==> config.mk <==
export PLATFORM = sky130hd
export DESIGN_NAME = tcw_front
export DESIGN_NICKNAME = d
export VERILOG_FILES = /design/src/hw/rtl/tcw_pkg.sv /design/src/hw/rtl/tcw_front.sv
export SDC_FILE = /design/constraint.sdc
export NUM_CORES = 1
export LEC_CHECK = 0
export BUFFER_PORTS_ARGS = -buffer_cell sky130_fd_sc_hd__buf_2
export CAP_MARGIN = 20
export CORE_MARGIN = 2
export CORE_UTILIZATION = 34
export CTS_CLUSTER_DIAMETER = 80
export CTS_CLUSTER_SIZE = 14
export DETAILED_ROUTE_END_ITERATION = 8
export SLEW_MARGIN = 30
export SYNTH_ARGS = -nofsm -noshare
export SYNTH_HDL_FRONTEND = slang
export SYNTH_SLANG_ARGS = --single-unit
==> constraint.sdc <==
create_clock -name clk -period 3.3 [get_ports clk]
set_input_delay 0.495 -clock clk [delete_from_list [all_inputs] [get_ports clk]]
set_output_delay 0.495 -clock clk [all_outputs]
set_load 0.05 [all_outputs]
==> src/hw/rtl/tcw_pkg.sv <==
package tcw_pkg;

  parameter int COLUMNS_DEFAULT = 80;
  parameter int ROWS_DEFAULT = 25;

  parameter int CELL_W = 16;
  parameter int INDEX_W = 11;

  parameter logic [7:0] CH_NEWLINE = 8'h0A;
  parameter logic [7:0] CH_RETURN = 8'h0D;
  parameter logic [7:0] CH_BACKSPACE = 8'h08;
  parameter logic [7:0] CH_SPACE = 8'h20;

  parameter logic [3:0] RESET_FG = 4'hB;
  parameter logic [3:0] RESET_BG = 4'h0;
  parameter logic [CELL_W-1:0] RESET_BLANK = {RESET_BG, RESET_FG, CH_SPACE};

  parameter logic [1:0] MODE_PUT = 2'd0;
  parameter logic [1:0] MODE_CLEAR = 2'd1;
  parameter logic [1:0] MODE_READ = 2'd2;

  parameter logic CFG_FOREGROUND = 1'b0;
  parameter logic CFG_BACKGROUND = 1'b1;

  typedef enum logic [2:0] {
    OP_NONE,
    OP_CHAR,
    OP_NEWLINE,
    OP_RETURN,
    OP_BACKSPACE,
    OP_CLEAR,
    OP_READ
  } op_kind_t;

  typedef struct packed {
    op_kind_t kind;
    logic [7:0] ch;
    logic [INDEX_W-1:0] index;
  } op_t;

  typedef enum logic [2:0] {
    ST_INIT,
    ST_IDLE,
    ST_READ,
    ST_CLEAR,
    ST_SCROLL,
    ST_BLANK,
    ST_EMIT
  } back_state_t;

endpackage

==> src/hw/rtl/tcw_front.sv <==
module tcw_front import tcw_pkg::*; #(
  parameter int COLUMNS = COLUMNS_DEFAULT,
  parameter int ROWS = ROWS_DEFAULT
) (
  input  logic               clk,
  input  logic               rst,
  input  logic               in_valid,
  output logic               in_ready,
  input  logic [1:0]         mode,
  input  logic [7:0]         char_code,
  input  logic [INDEX_W-1:0] cell_index,
  input  logic               hold,
  output logic               op_valid,
  input  logic               op_ready,
  output op_t                op
);

  localparam int CELL_COUNT = ROWS * COLUMNS;

  op_t        entries [2];
  logic       wr_ptr;
  logic       rd_ptr;
  logic [1:0] count;
  op_t        classified;
  logic       push;
  logic       pop;

  always_comb begin
    classified.kind = OP_NONE;
    classified.ch = char_code;
    classified.index = cell_index;
    case (mode)
      MODE_PUT: begin
        case (char_code)
          CH_NEWLINE:   classified.kind = OP_NEWLINE;
          CH_RETURN:    classified.kind = OP_RETURN;
          CH_BACKSPACE: classified.kind = OP_BACKSPACE;
          default:      classified.kind = OP_CHAR;
        endcase
      end
      MODE_CLEAR: classified.kind = OP_CLEAR;
      MODE_READ: begin
        if (32'(cell_index) < 32'(CELL_COUNT)) begin
          classified.kind = OP_READ;
        end
      end
      default: classified.kind = OP_NONE;
    endcase
  end

  assign in_ready = (count != 2'd2) && !hold;
  assign op_valid = (count != 2'd0);
  assign op = entries[rd_ptr];
  assign push = in_valid && in_ready;
  assign pop = op_valid && op_ready;

  always_ff @(posedge clk) begin
    if (push) begin
      entries[wr_ptr] <= classified;
    end
  end

  always_ff @(posedge clk) begin
    if (rst) begin
      wr_ptr <= 1'b0;
      rd_ptr <= 1'b0;
      count <= 2'd0;
    end else begin
      if (push) begin
        wr_ptr <= !wr_ptr;
      end
      if (pop) begin
        rd_ptr <= !rd_ptr;
      end
      case ({push, pop})
        2'b10:   count <= count + 2'd1;
        2'b01:   count <= count - 2'd1;
        default: count <= count;
      endcase
    end
  end

endmodule

==> metrics <==
# nets final ~190; DRC violations left 0; Netlist cell types 27; total gr overflow 0; via count 1124; Combinational Power Share between 30% and 40%; DR vias/cell roughly 4.7; gate count of the mapped netlist 109; Final Core Density approximately 43%; Final setup viols 0; die height 79.0 microns; Pleak ~0.86 nW; die width roughly 79 microns; Avg Cell Area, Syn between 15 and 20 sq um; most frequent cells in the layout buf_2 (49), edfxtp_1 (44), mux2_2 (22); Worst-Skew Late Latency ~0.30 ns; worst IR drop on VDD 339 uV; Period minus WS final about 2.1 ns; clock sink count 49; Fin. Hold Viols 0; Min-Delay Path Class input port to register; status complete, no violations; slew margin rel. 51.3%; GRT Util Overall about an eighth; P_sw ~660 uW; power density over cell area 735 nW/um^2; largest net degree at the start of global routing 23; hold_ws roughly 0.38 ns; Worst-path clk slew ~0.09 ns; Max Clock Skew between 0.005 and 0.006 ns; WS Path Type register to output pin; RSZ-0062 raised after global routing false; mapped cell area ~1900 sq um; Net Sw Frac between 30% and 40%; Ports 50; CTS resizes 0; Post-CTS Setup Inserts 0; period utilization a little under two thirds; initial drt markers 22; sequential-to-total area share from yosys stat 74.4%; layout cell share with drive strength beyond 1 50.6%; area delta synth->final 22.9%; Clk network pwr share about a fifth; Post-Route WL 3.51 mm; setup ws final approximately 1.2 ns; maxcap violations 0; clk buf depth 2; input/output buffers between 40 and 50; Inserted Diodes 0; DRT Pass-1 Iters 4; fillcell total between 500 and 600; Rows 27; maximum fanout along the worst path 22; CP arrival about 1.6 ns; Initial Util a little over a third; Int Pwr 1.07 mW; Die ar. just over 6000 sq um; CP Capture Type output pin; Worst Max-Slew Pin Slew approximately 0.73 ns; f_max between 400 and 500 MHz; commonest non-fill, non-tap cell in the layout buf_2; WL per Instance between 10 and 15 microns; Mapped Nets approximately 140; total CTS buffers 5; final slew viol count 0; H-tree levels 2; Design Power approximately 1.7 mW; TNS Setup 0 ns; Detail Route Antenna Nets 0; Flop pwr share between 40% and 50%; Synth Register Bits just under 50; root buffer cell clkbuf_8; CTS tree yes; post-place setup slack 1.16 ns; initial antenna violation count 0; hold_buf cts 0; CORE AREA around 5500 sq um; post-DP HPWL between 2 and 2.5 mm; CP Launch Type register; critical path required time roughly 2.8 ns; Final GP Congestion around 0.67; number of global-route vias before repair between 1000 and 1500; YS warnings 0; global-route wire length before repair 5.54 mm
layer usage:
| layer | wire length (microns) | track usage [%] | up-vias | share of wire [%] |
|---|---|---|---|---|
| li1 | - | - | 531 | - |
| met1 | 1490 | 13.0 | 552 | 42 |
| met2 | 1790 | 21.1 | 35 | 51 |
| met3 | 204 | 3.18 | 6 | 5.8 |
| met4 | 31 | 4.66 | 0 | 0.88 |
| met5 | 0 | 0 | - | 0 |
power groups by stage:
stage,Sequential (mW),Combinational [mW],Clock [mW]
floorplan,0.766,0.502,0
global placement,0.804,0.588,0
detailed placement,0.808,0.598,0
CTS,0.795,0.602,0.351
global route,0.805,0.623,0.366
finish,0.792,0.594,0.338
synthesized netlist by cell type:
library cell | number | area, sq um
and3_1 | 1 | 6.26
inv_1 | 2 | 7.51
a22oi_1 | 1 | 7.51
nand3_1 | 2 | 10.0
nand2_1 | 1 | 3.75
o21ai_0 | 3 | 15.0
nor3b_1 | 1 | 7.51
mux2_2 | 22 | 248
xor2_1 | 1 | 8.76
o21ba_2 | 1 | 10.0
or2_2 | 1 | 6.26
buf_2 | 2 | 10.0
a41oi_1 | 1 | 8.76
and3b_1 | 1 | 8.76
o21a_1 | 1 | 7.51
nor2b_1 | 1 | 6.26
a21oi_1 | 2 | 10.0
nand4b_1 | 1 | 8.76
o31a_1 | 1 | 8.76
nor2_1 | 7 | 26.3
or3_1 | 1 | 6.26
nor4_2 | 1 | 12.5
xnor2_1 | 2 | 17.5
edfxtp_1 | 44 | 1320
o211ai_1 | 2 | 15.0
ha_1 | 1 | 12.5
dfxtp_1 | 5 | 100
cell families (layout without fill, tap and decap cells):
kind of cell	Yosys count	in the layout	share of synthesized area (%)
compound gates	12	12	4.32
xor+xnor	3	3	1.38
fa+ha+maj	1	1	0.655
buf+inv	4	61	0.917
flops	49	49	74.4
mux	22	22	13.0
simple gates	18	18	5.37
area by class of cell:
type / count / area [sq um] / share of cell area (%)
clock buffers: 5 / 68.8 / 2.93
clock inverters: 3 / 17.5 / 0.746
inverters: 2 / 7.51 / 0.320
multi-input cells: 56 / 480 / 20.5
flip-flops and latches: 49 / 1420 / 60.6
well taps: 72 / 90.1 / 3.84
repair buffers: 51 / 260 / 11.1
per-stage QoR:
stage	instances	cell area, sq um
global route	238	2350
finish	238	2350
global placement	230	2260
floorplan	109	1910
detailed placement	230	2260
CTS	238	2350
state kept, by name, summed over array words and instances, names as in the netlist, named ones only:
| register | cells |
|---|---|
| count | 2 |
| entries | 44 |
| rd_ptr | 1 |
| wr_ptr | 1 |
worst paths after layout:
kind / from / endpoint / slack (ns) / depth (start not counted)
max: register / op[19] / 1.20 / 2
min: cell_index[2] / entries[1][2] / 0.38 / 1
max reg2reg: count[0] / entries[1][11] / 1.31 / 4
min reg2reg: rd_ptr / register / 0.54 / 2
critical path, cell delays in order (launching register included):
cell	delay, ns
dfxtp_2	0.68
mux2_2	0.41
buf_2	0.21
Note: power is estimated with default switching activity, not from simulation.
